## src/sv/sle_pkg.sv

```systemverilog
// sle_pkg: shared constants, scan code map and command/status types for the
// scan code line editor; used by the controller, datapath and top level
package sle_pkg;

   localparam int LINE_LIMIT_DEFAULT = 40;

   localparam logic [7:0] SC_LSHIFT_MAKE  = 8'h2A;
   localparam logic [7:0] SC_RSHIFT_MAKE  = 8'h36;
   localparam logic [7:0] SC_LSHIFT_BREAK = 8'hAA;
   localparam logic [7:0] SC_RSHIFT_BREAK = 8'hB6;

   localparam logic [6:0] CH_BACKSPACE = 7'd8;
   localparam logic [6:0] CH_ENTER     = 7'd10;
   localparam logic [6:0] CASE_OFFSET  = 7'd32;

   // result kinds
   localparam logic [1:0] KIND_ECHO      = 2'd0;
   localparam logic [1:0] KIND_ERASE     = 2'd1;
   localparam logic [1:0] KIND_LINE_CHAR = 2'd2;
   localparam logic [1:0] KIND_LINE_END  = 2'd3;

   // decoded request classes
   localparam logic [2:0] CLS_NONE      = 3'd0;
   localparam logic [2:0] CLS_SHIFT_SET = 3'd1;
   localparam logic [2:0] CLS_SHIFT_CLR = 3'd2;
   localparam logic [2:0] CLS_ENTER     = 3'd3;
   localparam logic [2:0] CLS_ERASE     = 3'd4;
   localparam logic [2:0] CLS_CHAR      = 3'd5;

   // output character sources
   localparam logic [1:0] SRC_ZERO = 2'd0;
   localparam logic [1:0] SRC_DEC  = 2'd1;
   localparam logic [1:0] SRC_RAM  = 2'd2;

   typedef struct packed {
      logic       capture;
      logic       shift_set;
      logic       shift_clr;
      logic       len_inc;
      logic       len_dec;
      logic       len_clr;
      logic       ram_we;
      logic       rd_start;
      logic       rd_next;
      logic       out_load;
      logic [1:0] out_kind;
      logic [1:0] out_src;
      logic       out_last;
   } cmd_type;

   typedef struct packed {
      logic [2:0] cls;
      logic       len_zero;
      logic       len_full;
      logic       ptr_at_len;
      logic       out_free;
   } status_type;

   function automatic logic [6:0] key_char(input logic [6:0] code);
      logic [6:0] c;
      c = 7'h00;
      unique case (code)
         7'h02: c = 7'h31;
         7'h03: c = 7'h32;
         7'h04: c = 7'h33;
         7'h05: c = 7'h34;
         7'h06: c = 7'h35;
         7'h07: c = 7'h36;
         7'h08: c = 7'h37;
         7'h09: c = 7'h38;
         7'h0A: c = 7'h39;
         7'h0B: c = 7'h30;
         7'h0C: c = 7'h2D;
         7'h0D: c = 7'h3D;
         7'h0E: c = CH_BACKSPACE;
         7'h10: c = 7'h71;
         7'h11: c = 7'h77;
         7'h12: c = 7'h65;
         7'h13: c = 7'h72;
         7'h14: c = 7'h74;
         7'h15: c = 7'h79;
         7'h16: c = 7'h75;
         7'h17: c = 7'h69;
         7'h18: c = 7'h6F;
         7'h19: c = 7'h70;
         7'h1C: c = CH_ENTER;
         7'h1E: c = 7'h61;
         7'h1F: c = 7'h73;
         7'h20: c = 7'h64;
         7'h21: c = 7'h66;
         7'h22: c = 7'h67;
         7'h23: c = 7'h68;
         7'h24: c = 7'h6A;
         7'h25: c = 7'h6B;
         7'h26: c = 7'h6C;
         7'h2C: c = 7'h7A;
         7'h2D: c = 7'h78;
         7'h2E: c = 7'h63;
         7'h2F: c = 7'h76;
         7'h30: c = 7'h62;
         7'h31: c = 7'h6E;
         7'h32: c = 7'h6D;
         7'h35: c = 7'h2F;
         7'h37: c = 7'h2A;
         7'h39: c = 7'h20;
         7'h4A: c = 7'h2D;
         7'h4E: c = 7'h2B;
         default: c = 7'h00;
      endcase
      return c;
   endfunction

   function automatic logic is_lower(input logic [6:0] c);
      return (c >= 7'h61) && (c <= 7'h7A);
   endfunction

   function automatic logic [6:0] shifted(input logic [6:0] c);
      logic [6:0] r;
      r = c;
      if (is_lower(c)) begin
         r = c - CASE_OFFSET;
      end else if (c == 7'h38) begin
         r = 7'h2A;
      end else if (c == 7'h3D) begin
         r = 7'h2B;
      end
      return r;
   endfunction

   function automatic logic allowed(input logic [6:0] c);
      return is_lower(c) || ((c >= 7'h41) && (c <= 7'h5A))
         || ((c >= 7'h30) && (c <= 7'h39))
         || (c == 7'h20) || (c == 7'h2B) || (c == 7'h2D) || (c == 7'h2A)
         || (c == 7'h2F);
   endfunction

endpackage

```

## src/sv/sle_ram.sv

```systemverilog
// sle_ram: generic single write port, single read port ram with registered
// read data; no package dependency
module sle_ram #(
   parameter int WIDTH = 8,
   parameter int DEPTH = 16,
   localparam int AddrW = (DEPTH > 1) ? $clog2(DEPTH) : 1
) (
   input  logic             clock,
   input  logic             wr_en,
   input  logic [AddrW-1:0] wr_addr,
   input  logic [WIDTH-1:0] wr_data,
   input  logic             rd_en,
   input  logic [AddrW-1:0] rd_addr,
   output logic [WIDTH-1:0] rd_data
);

   logic [WIDTH-1:0] mem_ff [DEPTH];
   logic [WIDTH-1:0] rd_data_ff;

   always_ff @(posedge clock) begin
      if (wr_en) begin
         mem_ff[wr_addr] <= wr_data;
      end
      if (rd_en) begin
         rd_data_ff <= mem_ff[rd_addr];
      end
   end

   assign rd_data = rd_data_ff;

endmodule

```

## src/sv/sle_datapath.sv

```systemverilog
// sle_datapath: scan code decode, shift flag, line length, read pointer,
// line store and result register; depends on sle_pkg and sle_ram
module sle_datapath #(
   parameter int LINE_LIMIT = sle_pkg::LINE_LIMIT_DEFAULT
) (
   input  logic                clock,
   input  logic                reset,
   input  logic [7:0]          scan_code,
   input  sle_pkg::cmd_type    cmd,
   output sle_pkg::status_type status,
   output logic                out_valid,
   input  logic                out_ready,
   output logic [1:0]          out_kind,
   output logic [6:0]          out_char_code,
   output logic                out_last
);
   import sle_pkg::*;

   localparam int LenW  = $clog2(LINE_LIMIT + 1);
   localparam int AddrW = (LINE_LIMIT > 1) ? $clog2(LINE_LIMIT) : 1;

   logic [7:0]      code_ff, code_in;
   logic            shift_ff, shift_in;
   logic [LenW-1:0] len_ff, len_in;
   logic [LenW-1:0] ptr_ff, ptr_in;
   logic            out_valid_ff, out_valid_in;
   logic [1:0]      out_kind_ff, out_kind_in;
   logic [6:0]      out_char_ff, out_char_in;
   logic            out_last_ff, out_last_in;

   logic [6:0]       map_char, dec_char, rd_data;
   logic [2:0]       cls;
   logic [AddrW-1:0] rd_addr;
   logic             rd_en;

   // decode the captured code under the current shift state
   always_comb begin
      map_char = key_char(code_ff[6:0]);
      dec_char = shift_ff ? shifted(map_char) : map_char;
      if ((code_ff == SC_LSHIFT_MAKE) || (code_ff == SC_RSHIFT_MAKE)) begin
         cls = CLS_SHIFT_SET;
      end else if ((code_ff == SC_LSHIFT_BREAK) || (code_ff == SC_RSHIFT_BREAK)) begin
         cls = CLS_SHIFT_CLR;
      end else if (code_ff[7] || (map_char == 7'h00)) begin
         cls = CLS_NONE;
      end else if (dec_char == CH_ENTER) begin
         cls = CLS_ENTER;
      end else if (dec_char == CH_BACKSPACE) begin
         cls = CLS_ERASE;
      end else if (allowed(dec_char)) begin
         cls = CLS_CHAR;
      end else begin
         cls = CLS_NONE;
      end
   end

   assign rd_en   = cmd.rd_start || cmd.rd_next;
   assign rd_addr = cmd.rd_start ? '0 : ptr_ff[AddrW-1:0];

   sle_ram #(
      .WIDTH(7),
      .DEPTH(LINE_LIMIT)
   ) u_line_ram (
      .clock  (clock),
      .wr_en  (cmd.ram_we),
      .wr_addr(len_ff[AddrW-1:0]),
      .wr_data(dec_char),
      .rd_en  (rd_en),
      .rd_addr(rd_addr),
      .rd_data(rd_data)
   );

   always_comb begin
      code_in = cmd.capture ? scan_code : code_ff;

      shift_in = shift_ff;
      if (cmd.shift_set) begin
         shift_in = 1'b1;
      end else if (cmd.shift_clr) begin
         shift_in = 1'b0;
      end

      len_in = len_ff;
      if (cmd.len_clr) begin
         len_in = '0;
      end else if (cmd.len_inc) begin
         len_in = len_ff + LenW'(1);
      end else if (cmd.len_dec) begin
         len_in = len_ff - LenW'(1);
      end

      ptr_in = ptr_ff;
      if (cmd.rd_start) begin
         ptr_in = LenW'(1);
      end else if (cmd.rd_next) begin
         ptr_in = ptr_ff + LenW'(1);
      end

      out_valid_in = out_valid_ff && !out_ready;
      out_kind_in  = out_kind_ff;
      out_char_in  = out_char_ff;
      out_last_in  = out_last_ff;
      if (cmd.out_load) begin
         out_valid_in = 1'b1;
         out_kind_in  = cmd.out_kind;
         out_last_in  = cmd.out_last;
         case (cmd.out_src)
            SRC_DEC: out_char_in = dec_char;
            SRC_RAM: out_char_in = rd_data;
            default: out_char_in = 7'h00;
         endcase
      end
   end

   always_ff @(posedge clock) begin
      if (reset) begin
         shift_ff     <= 1'b0;
         len_ff       <= '0;
         ptr_ff       <= '0;
         out_valid_ff <= 1'b0;
      end else begin
         shift_ff     <= shift_in;
         len_ff       <= len_in;
         ptr_ff       <= ptr_in;
         out_valid_ff <= out_valid_in;
      end
   end

   always_ff @(posedge clock) begin
      code_ff     <= code_in;
      out_kind_ff <= out_kind_in;
      out_char_ff <= out_char_in;
      out_last_ff <= out_last_in;
   end

   assign status.cls        = cls;
   assign status.len_zero   = (len_ff == '0);
   assign status.len_full   = (len_ff >= LenW'(LINE_LIMIT));
   assign status.ptr_at_len = (ptr_ff == len_ff);
   assign status.out_free   = !out_valid_ff || out_ready;

   assign out_valid     = out_valid_ff;
   assign out_kind      = out_kind_ff;
   assign out_char_code = out_char_ff;
   assign out_last      = out_last_ff;

endmodule

```

## src/sv/sle_ctrl.sv

```systemverilog
// sle_ctrl: controller state machine for the line editor; turns datapath
// status into commands; depends on sle_pkg
module sle_ctrl (
   input  logic                clock,
   input  logic                reset,
   input  logic                req_valid,
   output logic                req_ready,
   input  sle_pkg::status_type status,
   output sle_pkg::cmd_type    cmd
);
   import sle_pkg::*;

   localparam logic [1:0] S_IDLE   = 2'd0;
   localparam logic [1:0] S_DECODE = 2'd1;
   localparam logic [1:0] S_READ   = 2'd2;
   localparam logic [1:0] S_END    = 2'd3;

   logic [1:0] state_ff, state_in;

   always_comb begin
      state_in    = state_ff;
      cmd         = '0;
      cmd.out_src = SRC_ZERO;
      req_ready   = 1'b0;
      unique case (state_ff)
         S_IDLE: begin
            req_ready   = 1'b1;
            cmd.capture = req_valid;
            if (req_valid) begin
               state_in = S_DECODE;
            end
         end
         S_DECODE: begin
            state_in = S_IDLE;
            unique case (status.cls)
               CLS_SHIFT_SET: cmd.shift_set = 1'b1;
               CLS_SHIFT_CLR: cmd.shift_clr = 1'b1;
               CLS_ERASE: begin
                  if (!status.len_zero) begin
                     if (status.out_free) begin
                        cmd.len_dec  = 1'b1;
                        cmd.out_load = 1'b1;
                        cmd.out_kind = KIND_ERASE;
                        cmd.out_last = 1'b1;
                     end else begin
                        state_in = S_DECODE;
                     end
                  end
               end
               CLS_CHAR: begin
                  if (!status.len_full) begin
                     if (status.out_free) begin
                        cmd.ram_we   = 1'b1;
                        cmd.len_inc  = 1'b1;
                        cmd.out_load = 1'b1;
                        cmd.out_kind = KIND_ECHO;
                        cmd.out_src  = SRC_DEC;
                        cmd.out_last = 1'b1;
                     end else begin
                        state_in = S_DECODE;
                     end
                  end
               end
               CLS_ENTER: begin
                  if (!status.len_zero) begin
                     cmd.rd_start = 1'b1;
                     state_in     = S_READ;
                  end else begin
                     state_in = S_END;
                  end
               end
               default: state_in = S_IDLE;
            endcase
         end
         S_READ: begin
            // read data waits in the ram output register until it is loaded
            if (status.out_free) begin
               cmd.out_load = 1'b1;
               cmd.out_kind = KIND_LINE_CHAR;
               cmd.out_src  = SRC_RAM;
               if (status.ptr_at_len) begin
                  state_in = S_END;
               end else begin
                  cmd.rd_next = 1'b1;
               end
            end
         end
         S_END: begin
            if (status.out_free) begin
               cmd.out_load = 1'b1;
               cmd.out_kind = KIND_LINE_END;
               cmd.out_last = 1'b1;
               cmd.len_clr  = 1'b1;
               state_in     = S_IDLE;
            end
         end
         default: state_in = S_IDLE;
      endcase
   end

   always_ff @(posedge clock) begin
      if (reset) begin
         state_ff <= S_IDLE;
      end else begin
         state_ff <= state_in;
      end
   end

endmodule

```

## src/sv/scancode_line_editor.sv

```systemverilog
// scancode_line_editor: set 1 scan code to ascii one-line editor, top level
// joins sle_ctrl and sle_datapath; depends on sle_pkg
//
//   channel  dir  payload                                     handshake
//   req_     in   tdata[7:0] scan_code                         tvalid/tready
//   rsp_     out  tdata[1:0] kind, [8:2] char_code; tlast last tvalid/tready
//
// a scan code is accepted in idle and decoded in the decode state; a result, when there is
// one, lands in the output register and the next request is taken meanwhile
// enter streams the stored line from the line ram at one character per
// cycle while rsp_tready does not stall it, then the line end
// a stalled rsp_tready holds the controller before it loads the next result
// reset clears shift, line length and the output valid; the ram is not cleared
module scancode_line_editor #(
   parameter int LINE_LIMIT = sle_pkg::LINE_LIMIT_DEFAULT
) (
   input  logic        clock,
   input  logic        reset,
   input  logic        req_tvalid,
   output logic        req_tready,
   input  logic [7:0]  req_tdata,   // [7:0] scan_code
   output logic        rsp_tvalid,
   input  logic        rsp_tready,
   output logic [15:0] rsp_tdata,   // [1:0] kind, [8:2] char_code, [15:9] zero
   output logic        rsp_tlast
);
   import sle_pkg::*;

   cmd_type    cmd;
   status_type status;
   logic [1:0] out_kind;
   logic [6:0] out_char_code;

   sle_ctrl u_ctrl (
      .clock    (clock),
      .reset    (reset),
      .req_valid(req_tvalid),
      .req_ready(req_tready),
      .status   (status),
      .cmd      (cmd)
   );

   sle_datapath #(
      .LINE_LIMIT(LINE_LIMIT)
   ) u_datapath (
      .clock        (clock),
      .reset        (reset),
      .scan_code    (req_tdata),
      .cmd          (cmd),
      .status       (status),
      .out_valid    (rsp_tvalid),
      .out_ready    (rsp_tready),
      .out_kind     (out_kind),
      .out_char_code(out_char_code),
      .out_last     (rsp_tlast)
   );

   assign rsp_tdata = {7'h00, out_char_code, out_kind};

   // never load a result over one that is still waiting
   assert property (@(posedge clock) disable iff (reset)
      cmd.out_load |-> status.out_free)
      else $error("result loaded while output register busy");

   // a character is only stored into a line with room left
   assert property (@(posedge clock) disable iff (reset)
      cmd.ram_we |-> !status.len_full)
      else $error("line store written past the limit");

   // erase only on a non-empty line
   assert property (@(posedge clock) disable iff (reset)
      cmd.len_dec |-> !status.len_zero)
      else $error("line length decremented below zero");

   // an accepted request is decoded before another is taken
   assert property (@(posedge clock) disable iff (reset)
      (req_tvalid && req_tready) |=> !req_tready)
      else $error("request accepted during decode");

endmodule
```

## config.mk

```make
export PLATFORM = sky130hd
export DESIGN_NAME = scancode_line_editor
export DESIGN_NICKNAME = d
export VERILOG_FILES = /design/src/sv/sle_pkg.sv /design/src/sv/sle_ram.sv /design/src/sv/sle_datapath.sv /design/src/sv/sle_ctrl.sv /design/src/sv/scancode_line_editor.sv
export SDC_FILE = /design/constraint.sdc
export NUM_CORES = 1
export LEC_CHECK = 0
export BUFFER_PORTS_ARGS = -buffer_cell sky130_fd_sc_hd__clkbuf_2
export CORE_MARGIN = 2
export CORE_UTILIZATION = 54
export CTS_CLUSTER_SIZE = 12
export DETAILED_ROUTE_END_ITERATION = 8
export PLACE_DENSITY = 0.7
export SYNTH_ARGS = -nofsm -noshare
export SYNTH_HDL_FRONTEND = slang
export SYNTH_SLANG_ARGS = --single-unit
```

## constraint.sdc

```tcl
create_clock -name clock -period 4.6 [get_ports clock]
set_input_delay 0.69 -clock clock [delete_from_list [all_inputs] [get_ports clock]]
set_output_delay 0.69 -clock clock [all_outputs]
set_load 0.01 [all_outputs]
```

# Yosys cells after proc, flatten, opt, wreduce, memory -nomap -nowiden
# Memory sizes are Yosys's and may differ from the RTL's. A register that Yosys moved wholly into a read port is not among the register bits.
# Cells that the tools add are included.
[classes]
addsub = 4
order_cmp = 9
eq_ne = 28
mux = 60
n_reduce_logical = 28
[ops]
columns = ["operator", "count"]
rows = [
  ["7-bit by 6-bit == test with 1-bit output, second input constant", 7],
  ["6-bit 2-to-1 mux", 6],
  ["7-bit 2-to-1 mux", 5],
  ["3-bit 2-to-1 mux", 9],
  ["1-bit 2-to-1 mux", 24],
  ["7-bit greater-or-equal comparator, second input constant", 3],
  ["7-bit less-or-equal comparator, second input constant", 3],
  ["8-bit by 6-bit == test with 1-bit output, second input constant", 2],
  ["8-bit == test, second input constant", 2],
  ["7-bit by 4-bit == test with 1-bit output, second input constant", 2],
  ["2-bit 2-to-1 mux", 7],
  ["7-bit one-hot mux with 2 select lines", 1],
  ["6-bit by 1-bit adder with 6-bit output, second input constant", 2],
  ["1-bit logical OR", 12],
  ["3-bit one-hot mux with 3 select lines", 1],
  ["2-bit inequality test, second input constant", 4],
  ["2-bit one-hot mux with 4 select lines", 1],
  ["7-bit by 6-bit greater-or-equal comparator with 1-bit output, second input constant", 1],
  ["7-bit by 6-bit less-or-equal comparator with 1-bit output, second input constant", 1],
  ["7-bit logical NOT", 1],
  ["7-bit by 6-bit subtractor with 7-bit output, second input constant", 1],
  ["2-bit == test, second input constant", 3],
  ["3-bit by 2-bit == test with 1-bit output, second input constant", 2],
  ["3-bit == test, second input constant", 2],
  ["other kinds (17)", 27],
]
[word_totals]
regBits = 34
ram_bits = 280
rom_bits = 896
inputBits = 12
out_inout_bits = 19
n_memories = 2
[memory_table]
columns = ["memory", "words", "width", "rd", "rd_ports_with_merged_regs", "wr", "line", "source"]
rows = [
  ["(no name shown)", 128, 7, 1, 1, 0, "sle_pkg.sv:62", "unique case (code)"],
  ["u_datapath.u_line_ram.mem_ff", 40, 7, 1, 1, 1, "sle_ram.sv:17", "logic [WIDTH-1:0] mem_ff [DEPTH];"],
]

# Longest topological paths before layout
# Gate-level depths: netlist of run 1.
[logic_depth]
ltp_word = 25
mapped_depth = 16
depth_no_buf = 15

# By module
# From an unflattened synthesis of run 1, not the netlist that was laid out.
[unflattened]
cells_unflattened = 981
hier_area_um2 = 14624.0
[modules_own_cells]
columns = ["mod", "n_inst", "cells_each", "area_per_inst_um2", "seq_area_each_um2"]
rows = [
  ["sle_ram", 1, 616, 11438.5, 8618.3],
  ["sle_datapath", 1, 310, 2765.2, 960.9],
  ["sle_ctrl", 1, 47, 364.1, 40.0],
  ["scancode_line_editor", 1, 8, 56.3, 0.0],
]

# Worst setup path after synthesis of run 1
# Ideal clock, no wire load.
[synth_timing]
kind = "reg-to-reg"
startpoint = "reg u_datapath.map_char[2] (netlist name)"
endpoint = "reg u_datapath.len_ff[5]"
setup_ns = 0.120
arrival_time_ns = 3.847
required_ns = 4.480
setup_slack_ns = 0.633
stages_incl_launch_ff = 16
n_path_buf = 2
period_less_slack_ns = 3.967
cell_sequence = "dfxtp_1 buf_6 o211ai_1 a2111oi_2 nor2_1 a211oi_1 o41a_1 or2_1 buf_6 ha_1 a21o_1 a21oi_1 o21bai_1 a21oi_1 nor3_1 a211o_1"
[synth_between]
elab_chain_len = 24
word_cells_on_any_way = 48
[synth_lines]
columns = ["element", "line", "source"]
rows = [
  ["branches (longest 3 deep; another with 7-bit greater-or-equal comparator)", "n/a", ""],
  ["7-bit 2-to-1 mux (*)", "sle_pkg.sv:120", "if (is_lower(c)) begin"],
  ["7-bit 2-to-1 mux (*)", "sle_datapath.sv:39", "dec_char = shift_ff ? shifted(map_char) : map_char;"],
  ["net u_datapath.dec_char[4]", "sle_datapath.sv:31", "logic [6:0] map_char, dec_char, rd_data;"],
  ["7-bit greater-or-equal comparator, or another cell as far along", "sle_pkg.sv:114", "return (c >= 7'h61) && (c <= 7'h7A);"],
  ["1-bit logical AND, on equally long branches", "sle_pkg.sv:114, sle_pkg.sv:131", ""],
  ["1-bit logical OR", "sle_pkg.sv:131", "return is_lower(c) || ((c >= 7'h41) && (c <= 7'h5A))"],
  ["1-bit logical OR", "sle_pkg.sv:132", "|| ((c >= 7'h30) && (c <= 7'h39))"],
  ["(+7 left out)", "n/a", ""],
  ["3-bit 2-to-1 mux (*)", "sle_datapath.sv:46", "end else if (dec_char == CH_ENTER) begin"],
  ["3-bit 2-to-1 mux (*)", "sle_datapath.sv:44", "end else if (code_ff[7] || (map_char == 7'h00)) begin"],
  ["3-bit 2-to-1 mux (*)", "sle_datapath.sv:42", "end else if ((code_ff == SC_LSHIFT_BREAK) || (code_ff == SC_RSHIFT_BREAK)) begin"],
  ["3-bit 2-to-1 mux (*)", "sle_datapath.sv:40", "if ((code_ff == SC_LSHIFT_MAKE) || (code_ff == SC_RSHIFT_MAKE)) begin"],
  ["3-bit == test", "sle_ctrl.sv:35", "unique case (status.cls)"],
  ["1-bit 2-to-1 mux", "sle_ctrl.sv:35", ""],
  ["4-bit 2-to-1 mux (*)", "sle_ctrl.sv:25", "unique case (state_ff)"],
  ["6-bit 2-to-1 mux or 2-bit nonzero test (tied branches)", "n/a", ""],
  ["to (signal assigned)", "sle_datapath.sv:123", "len_ff <= len_in;"],
  ["to (decl)", "sle_datapath.sv:24", "logic [LenW-1:0] len_ff, len_in;"],
]
# Mark *: on every way through the listed nets, which the timed path passes.
# A chain may end at the register's enable or synchronous reset.

# Worst setup path after layout of run 1
[layout_timing]
startpoint = "reg u_datapath.map_char[5] (netlist name)"
endpoint = "mem u_datapath.u_line_ram.mem_ff[27][1], enable pin"
[layout_between]
elab_chain_len = 25
word_cells_on_any_way = 46
[layout_lines]
columns = ["element", "line", "source"]
rows = [
  ["branches (longest 17 deep; another with 7-bit greater-or-equal comparator)", "n/a", ""],
  ["3-bit 2-to-1 mux (*)", "sle_datapath.sv:44", ""],
  ["3-bit 2-to-1 mux (*)", "sle_datapath.sv:42", ""],
  ["3-bit 2-to-1 mux (*)", "sle_datapath.sv:40", ""],
  ["3-bit == test (*)", "sle_ctrl.sv:35", ""],
  ["1-bit 2-to-1 mux (*)", "sle_ctrl.sv:35", ""],
  ["2-bit 2-to-1 mux (*)", "sle_ctrl.sv:25", ""],
  ["1-bit 2-to-1 mux (*)", "sle_ram.sv:21", "if (wr_en) begin"],
  ["1-bit 2-to-1 mux (implied by the code) (*)", "sle_ram.sv:22", "mem_ff[wr_addr] <= wr_data;"],
  ["to (decl)", "sle_ram.sv:17", ""],
]
# Mark *: on every way between the ends.

==> flow_summary.json, run 1 <==
{
  "rows": 60,
  "final_common_cell": "edfxtp_1",
  "layout_common_cells": "305 x edfxtp_1, 97 x nor2_1, 59 x nand2_1",
  "nNetsFinal": 1073,
  "yosys_warnings": 0,
  "layout_min_cycle_time_ns": 4.23,
  "cp-end-kind": "flop",
  "cp_top_family": "simple AND/OR/NAND/NOR gates",
  "routed_wl_mm": 32.2,
  "cts_tree": "built",
  "cpPeakStageDelay_ns": 0.64,
  "area_growth_pct": 9.63,
  "htree_levels": 2,
  "async_flop_share_pct": 0,
  "postCtsSetupRepairBufs": 0,
  "worst_slack_ns": 0.374,
  "num_vias": 8862,
  "ant_nets": 0,
  "core_area_um2": 26900,
  "synthCells": 1030,
  "worst_setup_path_start_kind": "flop",
  "grtUsageMet3_pct": 3.80,
  "crit_required_ns": 4.75,
  "cp_slowest_cell": "nor2_1",
  "drt-pass1-iter-count": 5,
  "drc": 0,
  "grt_use_total_pct": 22.8,
  "netlist_area_um2": 14800,
  "path_max_fanout": 11,
  "fmax_mhz": 237,
  "maxSlewViolCount": 0,
  "dpl.hpwl_mm": 20.4,
  "crit_buf_inv": 2,
  "grtUsageMet1_pct": 32.6,
  "grt_max_degree": 58,
  "die_w_um": 169,
  "grt_pass1_vias": 8754,
  "path_class": "flop to flop",
  "portBuffers": 23,
  "dpl_worst_slack_ns": 0.374,
  "yosysUniqueCellTypes": 74,
  "worstPathArrival_ns": 4.37,
  "ys_seq_area_share_pct": 65.2,
  "synth_flop_cell": "edfxtp_1",
  "rsz0062_at_grt": "false",
  "yosysTopAreaCellShare_pct": 62.1,
  "use_met2_pct": 36.2,
  "hp-class": "input pin to flop",
  "synth_edf_count": 305,
  "drive_gt1_share_pct": 16.3,
  "tightest_slew_ns": 1.11,
  "finalSetupTns_ns": 0,
  "cts_resized": 0,
  "synth.area.top_cells": "edfxtp_1 62%, mux4_2 6.4%, dfxtp_1 3.1%, mux2i_1 3.1%, nor2_1 2.5%",
  "max_slew_margin_pct": 25.5,
  "gp_congestion": 0.876,
  "total_leakage_power_nw": 5.35,
  "grt_overflow_total": 0,
  "hold_viol_final": 0,
  "finalCritPeriodShare_pct": 91.9,
  "grt_pass1_wl_mm": 49.9,
  "die_h_um": 169,
  "start_util_pct": 54.9,
  "fin_worst_skew_ns": 0.0274,
  "status": "complete, no violations",
  "ios": 31,
  "drt_iter0_markers": 1028,
  "synth_top_area_cell": "edfxtp_1",
  "peakVddDrop_v": 0.000265,
  "clock_path_buffers": 3,
  "root_buffer": "clkbuf_16",
  "ys_ff_latch": 328,
  "cts_hold_buf": 0,
  "drv_cap": 0,
  "grt-busiest-layer": "met2",
  "clkSlewWorstSetupHoldPaths_ns": 0.05,
  "power_mw": 6.56,
  "cts.sinks": 328,
  "dieArea_um2": 28700,
  "numCtsBuffers": 35,
  "clock_latency_ns": 0.51,
  "antenna_found_initial": 0,
  "setup_violations": 0,
  "crit_path_cell_trace": "ha_1 > inv_1 > or4_1 > a2111oi_0 > a211oi_1 > o41a_1 > or2_1 > inv_2 > nand4b_1 > nor2_1",
  "antenna_cells": 0,
  "syn_area_per_cell_um2": 14.3,
  "p_per_area_nw_per_um2": 406,
  "via_per_inst": 6.32,
  "wl_per_cell_um": 22.9
}
-- cells by family (layout without fill, tap and decap cells) --
family                     after synthesis  in the layout  share of synthesized area, %
DFF                                    328            328                          65.2
and+or+nand+nor                        267            267                          9.00
AOI/OAI and AO/OA                      199            199                          9.51
muxes                                  100            100                          10.5
buffers and inverters                   97            122                          2.99
adders and majority gates               21             21                          1.83
xor gates and xnor gates                17             17                          1.01
other                                    1              7                        0.0254
-- worst paths after layout --
path                                        from                                             to  slack, ns  cells past startpoint
setup / recovery  u_datapath.map_char[5]$_DFF_P_  u_datapath.u_line_ram.mem_ff[27][1]$_DFFE_PP_       0.37                     10
hold / removal                      req_tdata[7]                u_datapath.code_ff[7]$_DFFE_PP_       0.36                      1
setup reg to reg  u_datapath.map_char[5]$_DFF_P_  u_datapath.u_line_ram.mem_ff[27][1]$_DFFE_PP_       0.37                     10
hold reg to reg                             flop                                           flop       0.58                      2
-- synth_stat cells, types with 6 or more instances --
| cell | count |
|---|---|
| a21o_1 | 11 |
| a21oi_1 | 42 |
| a221oi_1 | 8 |
| a22oi_1 | 7 |
| a311o_1 | 6 |
| a31o_2 | 6 |
| a31oi_1 | 11 |
| a32oi_1 | 13 |
| buf_1 | 12 |
| buf_4 | 7 |
| buf_6 | 6 |
| clkbuf_1 | 46 |
| dfxtp_1 | 23 |
| edfxtp_1 | 305 |
| ha_1 | 20 |
| inv_1 | 20 |
| mux2_2 | 13 |
| mux2i_1 | 45 |
| mux4_2 | 42 |
| nand2_1 | 59 |
| nand3_1 | 12 |
| nand4b_1 | 9 |
| nor2_1 | 98 |
| nor2b_1 | 24 |
| nor3_1 | 16 |
| nor3b_1 | 6 |
| o211ai_1 | 11 |
| o21ai_0 | 35 |
| o221ai_1 | 8 |
| or2_2 | 6 |
| xnor2_1 | 6 |
| xor2_1 | 11 |
-- through the flow --
step | util (%) | cells | instance area [µm²] | hold WS, ns
2_1_floorplan | - | 1036 | 14800 | 0.523
3_5_place_dp | 56.3 | 1344 | 15100 | 0.572
4_1_cts | 60.2 | 1402 | 16200 | 0.348
5_1_grt | 60.2 | 1402 | 16200 | 0.355
6_report | 60.2 | 1402 | 16200 | 0.363
3_3_place_gp | 56.3 | 1344 | 15100 | 0.564
-- power by group --
group,switching (mW),internal (mW),total (mW)
clock network,1.06,1.51,2.57
logic,0.391,0.158,0.549
registers,0.0575,3.39,3.45
-- metal layers --
layer / up-vias / share of wire, %
met4: 0 / 3.0
met5: - / 0
met3: 65 / 7.9
li1: 4020 / -
met2: 407 / 47
met1: 4370 / 42
-- registers in the layout (all words and copies together), names as in the netlist, 2 cells and up, named ones only --
| signal | count |
|---|---|
| u_datapath.out_char_code | 7 |
| u_datapath.code_ff | 8 |
| u_datapath.ptr_ff | 6 |
| u_datapath.len_ff | 6 |
| u_datapath.out_kind | 2 |
| u_datapath.u_line_ram.rd_data | 7 |
| u_datapath.u_line_ram.mem_ff | 280 |
| u_datapath.map_char | 7 |
-- final cells by class --
class | instances | area [µm²]
Clock buffer | 50 | 963
Clock inverter | 8 | 80.1
Fill cell | 2001 | 10700
Inverter | 21 | 78.8
Multi-Input combinational cell | 611 | 4730
Sequential cell | 328 | 9630
Tap cell | 341 | 427
Timing Repair Buffer | 43 | 265
Power figures use the tool's default switching activity.
==> inputs of run 2 (changes only) <==
--- a/config.mk
+++ b/config.mk
@@ -5,7 +5,8 @@
 export SDC_FILE = /design/constraint.sdc
 export NUM_CORES = 1
 export LEC_CHECK = 0
-export BUFFER_PORTS_ARGS = -buffer_cell sky130_fd_sc_hd__clkbuf_2
+export ABC_AREA = 1
+export BUFFER_PORTS_ARGS = -buffer_cell sky130_fd_sc_hd__buf_2
 export CORE_MARGIN = 2
 export CORE_UTILIZATION = 54
 export CTS_CLUSTER_SIZE = 12
==> flow_summary.json, run 2 <==
{
  "max_slew_margin_pct": 28.2,
  "ys_seq_area_share_pct": 62.3,
  "final_common_cell": "edfxtp_1",
  "synth_common_cells": "305 x edfxtp_1, 278 x nand3_1, 175 x inv_1, 163 x nand2_1, 143 x nor2_1",
  "antenna_found_initial": 0,
  "grt_use_total_pct": 24.2,
  "clkSlewWorstSetupHoldPaths_ns": 0.06,
  "grt_max_degree": 113,
  "postCtsSetupRepairBufs": 0,
  "reg2reg_from": "u_datapath.map_char[3]$_DFF_P_",
  "drt_iter0_markers": 1226,
  "ant_nets": 0,
  "nNetsFinal": 1523,
  "drv_cap": 0,
  "crit_required_ns": 4.74,
  "routed_wl_mm": 36.2,
  "yosysTopAreaCellShare_pct": 59.3,
  "status": "complete, no violations",
  "placed_area_um2": 15800,
  "dpl_worst_slack_ns": 0.350,
  "wl_per_cell_um": 19.1,
  "synthAdderAreaFrac_pct": 1.75,
  "finalCritPeriodShare_pct": 94.5,
  "p_per_area_nw_per_um2": 489,
  "crit_path_start": "u_datapath.map_char[3]$_DFF_P_",
  "largest-register": "u_datapath.u_line_ram.mem_ff",
  "num_vias": 10900,
  "dpl.hpwl_mm": 22.5,
  "cts.sinks": 328,
  "final_cells": 1892,
  "gp_congestion": 0.860,
  "die_w_um": 173,
  "htree_levels": 2,
  "synth_compound_area_share_pct": 6.61,
  "area_growth_pct": 9.31,
  "yosys_warnings": 0,
  "hp-start": "req_tdata[7]",
  "core_area_um2": 27900,
  "top_regs": "u_datapath.u_line_ram.mem_ff x280, u_datapath.code_ff x8",
  "cts_tree": "built",
  "setup_violations": 0,
  "start_util_pct": 55.3,
  "synth_most_common_cell": "edfxtp_1",
  "maxSlewViolCount": 0,
  "worst_slack_ns": 0.255,
  "hp-class": "input pin to flop",
  "rsz0062_at_grt": "true",
  "finish.utilization_pct": 60.4,
  "grt_pass1_wl_mm": 57.1,
  "intPower_mw": 5.66,
  "drive_gt1_share_pct": 10.8,
  "cpPeakStageDelay_ns": 0.72,
  "tightest_slew_ns": 1.08,
  "path_class": "flop to flop",
  "synth_top_area_cell": "edfxtp_1",
  "grt_pass1_vias": 10600,
  "worst_setup_path_start_kind": "flop",
  "p_switching_mw": 2.58,
  "combPwrFrac_pct": 22.5,
  "antenna_cells": 0,
  "layout_common_cells": "305 x edfxtp_1, 278 x nand3_1, 175 x inv_1",
  "yosysUniqueCellTypes": 45,
  "fmax_mhz": 230,
  "fin_worst_skew_ns": 0.0151,
  "pwr-share-clk_pct": 31.9,
  "hold_viol_final": 0,
  "drt-pass1-iter-count": 7,
  "synth_flop_cell": "edfxtp_1",
  "peakVddDrop_v": 0.000271,
  "syn_area_per_cell_um2": 10.4,
  "cts_hold_buf": 0,
  "drc": 0,
  "die_h_um": 173,
  "synthXorXnorAreaFrac_pct": 0.340,
  "grt_overflow_total": 0,
  "synth_top_family_by_area": "simple AND/OR/NAND/NOR gates",
  "async_flop_share_pct": 0,
  "clock_path_buffers": 3,
  "synthCells": 1481,
  "layout_min_cycle_time_ns": 4.34,
  "netlist_area_um2": 15400,
  "path_max_fanout": 15,
  "synth.area.top_cells": "edfxtp_1 59%, nand3_1 9.0%, inv_1 4.3%, nand2_1 4.0%, nor2_1 3.5%",
  "clock_latency_ns": 0.52,
  "rows": 61,
  "crit_path_cell_trace": "nor2_1 > nand3_1 > nand2_1 > nand2_1 > nand3_1 > nand2_1 > nand2_1 > inv_1 > nand2_1 > a21boi_1 > nand2_1 > nand3_1 > nor3_1 > nand2_1 > inv_1 > nand4_1 > nor2_1",
  "largest_register_ffs": 280,
  "ios": 31,
  "ys_ff_latch": 328,
  "total_leakage_power_nw": 6.39,
  "dieArea_um2": 30000,
  "via_per_inst": 5.77,
  "p_sw_share_pct": 31.3,
  "root_buffer": "clkbuf_16",
  "finalSetupTns_ns": 0,
  "cp_slowest_cell": "nor2_1",
  "numCtsBuffers": 36,
  "crit_top_cell": "nand2_1",
  "p_seq_share_pct": 45.7,
  "cp-end-kind": "flop",
  "portBuffers": 23,
  "synth_simple_gate_area_share_pct": 21.6,
  "fin_area_um2": 16900,
  "worstPathArrival_ns": 4.49,
  "synthMuxAreaShare_pct": 0,
  "dp.cells": 1830,
  "synth_edf_count": 305
}
==> run 2: cell count changes in the layout (fill, tap and decap cells not counted), moves of 23 or more <==
cell / change
nand3_1: +266
inv_1: +155
nand2_1: +104
mux2i_1: -45
nor2_1: +43
mux4_2: -42
or2_2: +37
nand3b_1: +32
buf_2: +23
clkbuf_2: -23
nor2b_1: -23
==> run 2: kinds of logic after synthesis <==
kind of cell               after synthesis
other                                    1
adders and majority gates               21
buffers and inverters                  263
AOI/OAI and AO/OA                      161
xor gates and xnor gates                 6
and+or+nand+nor                        701
DFF                                    328
==> run 2: per-layer routing <==
layer / vias to the layer above / global-route usage, % / routed length (µm) / part of all wire, %
met4: 0 / 9.39 / 1410 / 3.9
met3: 93 / 4.55 / 2690 / 7.4
met1: 5190 / 33.5 / 15300 / 42
met5: - / 0 / 0 / 0
li1: 5187 / - / - / -
met2: 442 / 38.2 / 16700 / 46
==> run 2: path summary, 6_finish.rpt <==
| path | end | slack [ns] | cells after the start |
|---|---|---|---|
| max | u_datapath.u_line_ram.mem_ff[24][1]$_DFFE_PP_ | 0.26 | 17 |
| min | u_datapath.code_ff[7]$_DFFE_PP_ | 0.35 | 1 |
| max reg2reg | u_datapath.u_line_ram.mem_ff[24][1]$_DFFE_PP_ | 0.26 | 17 |
| min reg2reg | u_datapath.ptr_ff[4]$_SDFFE_PP0P_ | 0.48 | 2 |
==> run 2: power by group through the flow <==
stage | Combinational [mW] | Sequential (mW) | Clock (mW)
floorplan | 1.24 | 3.79 | 0
global placement | 1.81 | 3.82 | 0
detailed placement | 1.84 | 3.83 | 0
CTS | 1.85 | 3.76 | 2.66
global route | 2.06 | 3.78 | 2.78
finish | 1.85 | 3.77 | 2.63
==> run 2: critical path, delay by kind of cell, from the launching register on <==
kind                   cells  cell delay [ns]
DFF                        1             0.52
AOI/OAI and AO/OA          1             0.15
and+or+nand+nor           14             2.62
buffers and inverters      2             0.68
==> run 2: repair_timing <==
action                                  CTS  global route
gates resized for setup                   0             3
hold endpoints to repair                  0             0
endpoints found under the setup margin    0            63
==> run 2: area by class of cell <==
class                      instances  area, µm²
sequential                       328       9630
timing repair buffer              46        300
inverter                         182        683
multi-input combinational        896       4740
clock buffer                      49        950
clock inverter                    13        106
fill                            2309      11100
tap                              378        473
==> run 2: metrics by stage <==
step	hold slack (ns)	power [mW]
detailed placement	0.461	5.67
finish	0.354	8.25
global placement	0.454	5.63
global route	0.339	8.62
CTS	0.337	8.27
floorplan	0.443	5.02
==> inputs of run 3 (changes only) <==
--- a/config.mk
+++ b/config.mk
@@ -14,4 +14,5 @@
 export PLACE_DENSITY = 0.7
 export SYNTH_ARGS = -nofsm -noshare
 export SYNTH_HDL_FRONTEND = slang
+export SYNTH_HIERARCHICAL = 1
 export SYNTH_SLANG_ARGS = --single-unit
==> flow_summary.json, run 3 <==
{
  "largest-register": "u_datapath/u_line_ram/mem_ff",
  "synth_top_family_by_area": "simple AND/OR/NAND/NOR gates",
  "reg2reg_slack_ns": 0.53,
  "nFillCells": 2264,
  "synth_top_area_cell": "edfxtp_1",
  "ys_ff_latch": 328,
  "hold_path_depth": 1,
  "yosysUniqueCellTypes": 46,
  "reg2reg_from": "u_datapath/map_char[5]$_DFF_P_",
  "postCtsSetupRepairBufs": 0,
  "numCtsBuffers": 36,
  "hold-path-endpoint": "u_datapath/code_ff[7]$_DFFE_PP_",
  "ff2ff_path_depth": 26,
  "grt_overflow_total": 0,
  "synth_common_cells": "403 x nand2_1, 305 x edfxtp_1, 218 x nand3_1, 101 x nor2_1, 77 x inv_1",
  "start_util_pct": 54.5,
  "layout_common_cells": "403 x nand2_1, 305 x edfxtp_1, 218 x nand3_1",
  "ios": 31,
  "grt_use_total_pct": 25.0,
  "cts_tree": "built",
  "rsz0062_at_grt": "false",
  "die_h_um": 171,
  "syn_area_per_cell_um2": 10.3,
  "clock_latency_ns": 0.53,
  "cp-end-kind": "flop",
  "clkSlewWorstSetupHoldPaths_ns": 0.06,
  "tightest_slew_ns": 0.905,
  "maxSlewViolCount": 0,
  "synth_flop_cell": "edfxtp_1",
  "netlist_area_um2": 15100,
  "htree_levels": 2,
  "yosysTopAreaCellShare_pct": 60.8,
  "cts_hold_buf": 0,
  "root_buffer": "clkbuf_16",
  "setup_violations": 0,
  "total_leakage_power_nw": 6.15,
  "status": "complete, no violations",
  "crit_path_start": "u_datapath/map_char[5]$_DFF_P_",
  "routed_wl_mm": 36.1,
  "synth_compound_area_share_pct": 5.13,
  "top_regs": "u_datapath/u_line_ram/mem_ff x280, u_datapath/code_ff x8",
  "synth.area.top_cells": "edfxtp_1 61%, nand2_1 10%, nand3_1 7.2%, dfxtp_1 3.1%, nor2_1 2.5%",
  "layout_min_cycle_time_ns": 4.07,
  "area_growth_pct": 10.0,
  "finalCritPeriodShare_pct": 88.4,
  "final_common_cell": "nand2_1",
  "rows": 61,
  "yosys_warnings": 6,
  "worstPathArrival_ns": 4.33,
  "antenna_found_initial": 0,
  "portBuffers": 23,
  "hold_viol_final": 0,
  "num_vias": 10800,
  "r2r_end": "u_datapath/u_line_ram/rd_data[6]$_DFFE_PP_",
  "cts_resized": 0,
  "path_class": "flop to flop",
  "synth_simple_gate_area_share_pct": 22.8,
  "synthMuxAreaShare_pct": 0.0665,
  "dp.cells": 1813,
  "core_area_um2": 27600,
  "synthAdderAreaFrac_pct": 1.96,
  "fmax_mhz": 246,
  "peakVddDrop_v": 0.000366,
  "hp-start": "req_tdata[7]",
  "grt_pass1_vias": 10100,
  "antenna_cells": 0,
  "wl_per_cell_um": 19.3,
  "max_slew_margin_pct": 39.5,
  "largest_register_ffs": 280,
  "cts.sinks": 328,
  "drv_cap": 0,
  "dieArea_um2": 29200,
  "finish.utilization_pct": 59.9,
  "power_mw": 7.94,
  "final_cells": 1874,
  "worst_setup_path_start_kind": "flop",
  "fin_area_um2": 16600,
  "finalSetupTns_ns": 0,
  "path_max_fanout": 70,
  "crit_required_ns": 4.86,
  "drive_gt1_share_pct": 9.96,
  "hp-class": "input pin to flop",
  "synthXorXnorAreaFrac_pct": 0.175,
  "ant_nets": 0,
  "drc": 0,
  "grt_max_degree": 78,
  "synthCells": 1456,
  "fin_worst_skew_ns": 0.0193,
  "grt_pass1_wl_mm": 56.0,
  "dpl.hpwl_mm": 21.8,
  "ys_seq_area_share_pct": 63.9,
  "gp_congestion": 0.929,
  "synth_edf_count": 305,
  "nNetsFinal": 1508,
  "p_per_area_nw_per_um2": 479,
  "clock_path_buffers": 3,
  "synth_most_common_cell": "nand2_1",
  "placed_area_um2": 15400,
  "drt-pass1-iter-count": 7,
  "async_flop_share_pct": 0,
  "drt_iter0_markers": 1477,
  "via_per_inst": 5.76,
  "die_w_um": 171
}
-- run 3: final cells by class --
class / count / area [µm²] / share of cell area [%]
multi-input combinational: 960 / 4590 / 27.7
inverter: 91 / 344 / 2.08
clock buffer: 48 / 998 / 6.03
tap: 378 / 473 / 2.86
clock inverter: 13 / 120 / 0.725
timing repair buffer: 56 / 413 / 2.49
sequential: 328 / 9620 / 58.1
-- run 3: critical path, cell delays in order, from the launching register on --
cell,delay (ns)
dfxtp_1,0.41
ha_1,0.19
nand3_1,0.08
a21oi_1,0.13
nand2_1,0.13
nand3_1,0.13
nand2_1,0.07
nand2_2,0.16
nand2_1,0.08
nor2_1,0.10
nand2_1,0.07
nand3_1,0.07
nand2_1,0.05
inv_1,0.06
inv_1,0.05
nand2_1,0.13
nor4_2,0.05
buf_4,0.20
nor2_4,0.12
buf_4,0.67
nand3_1,0.19
nand3_1,0.15
nand2_1,0.13
nand2_1,0.11
nand3_1,0.09
nand3_1,0.10
nand2_1,0.06
-- run 3: metrics by stage --
stage | hold slack (ns) | setup slack [ns]
2_1_floorplan | 0.490 | 0.723
3_3_place_gp | 0.514 | 0.630
3_5_place_dp | 0.517 | 0.573
4_1_cts | 0.340 | 0.557
5_1_grt | 0.344 | 0.123
6_report | 0.354 | 0.534
-- run 3: how the worst max path moves through the flow --
stage	end	slack, ns	depth (start not counted)
global route	u_datapath/u_line_ram/rd_data[6]$_DFFE_PP_	0.12	26
finish	u_datapath/u_line_ram/rd_data[6]$_DFFE_PP_	0.53	26
global placement	u_datapath/u_line_ram/rd_data[6]$_DFFE_PP_	0.63	26
floorplan	u_datapath/u_line_ram/mem_ff[18][0]$_DFFE_PP_	0.72	19
detailed placement	u_datapath/u_line_ram/rd_data[6]$_DFFE_PP_	0.57	26
CTS	u_datapath/u_line_ram/rd_data[6]$_DFFE_PP_	0.56	26
-- run 3: report_power, final --
part           switching (mW)  leakage (nW)  internal, mW
clock network            1.11         0.549          1.63
logic                    1.11          2.62         0.356
registers              0.0767          2.98          3.65
-- run 3: cell families (layout without fill, tap and decap cells) --
kind of cell,count (synthesis),count (layout)
AOI/OAI and AO/OA,131,131
xor gates and xnor gates,3,3
adders and majority gates,23,23
buffers and inverters,174,208
DFF,328,328
muxes,1,1
other,1,7
and+or+nand+nor,795,795
-- run 3: metal layers --
metal / GRT usage [%] / vias up / routed length, µm
met4: 8.66 / 0 / 1100
met3: 3.47 / 87 / 2670
met1: 33.8 / 5170 / 14800
li1: - / 5063 / -
met5: 0 / - / 0
met2: 41.5 / 473 / 17500
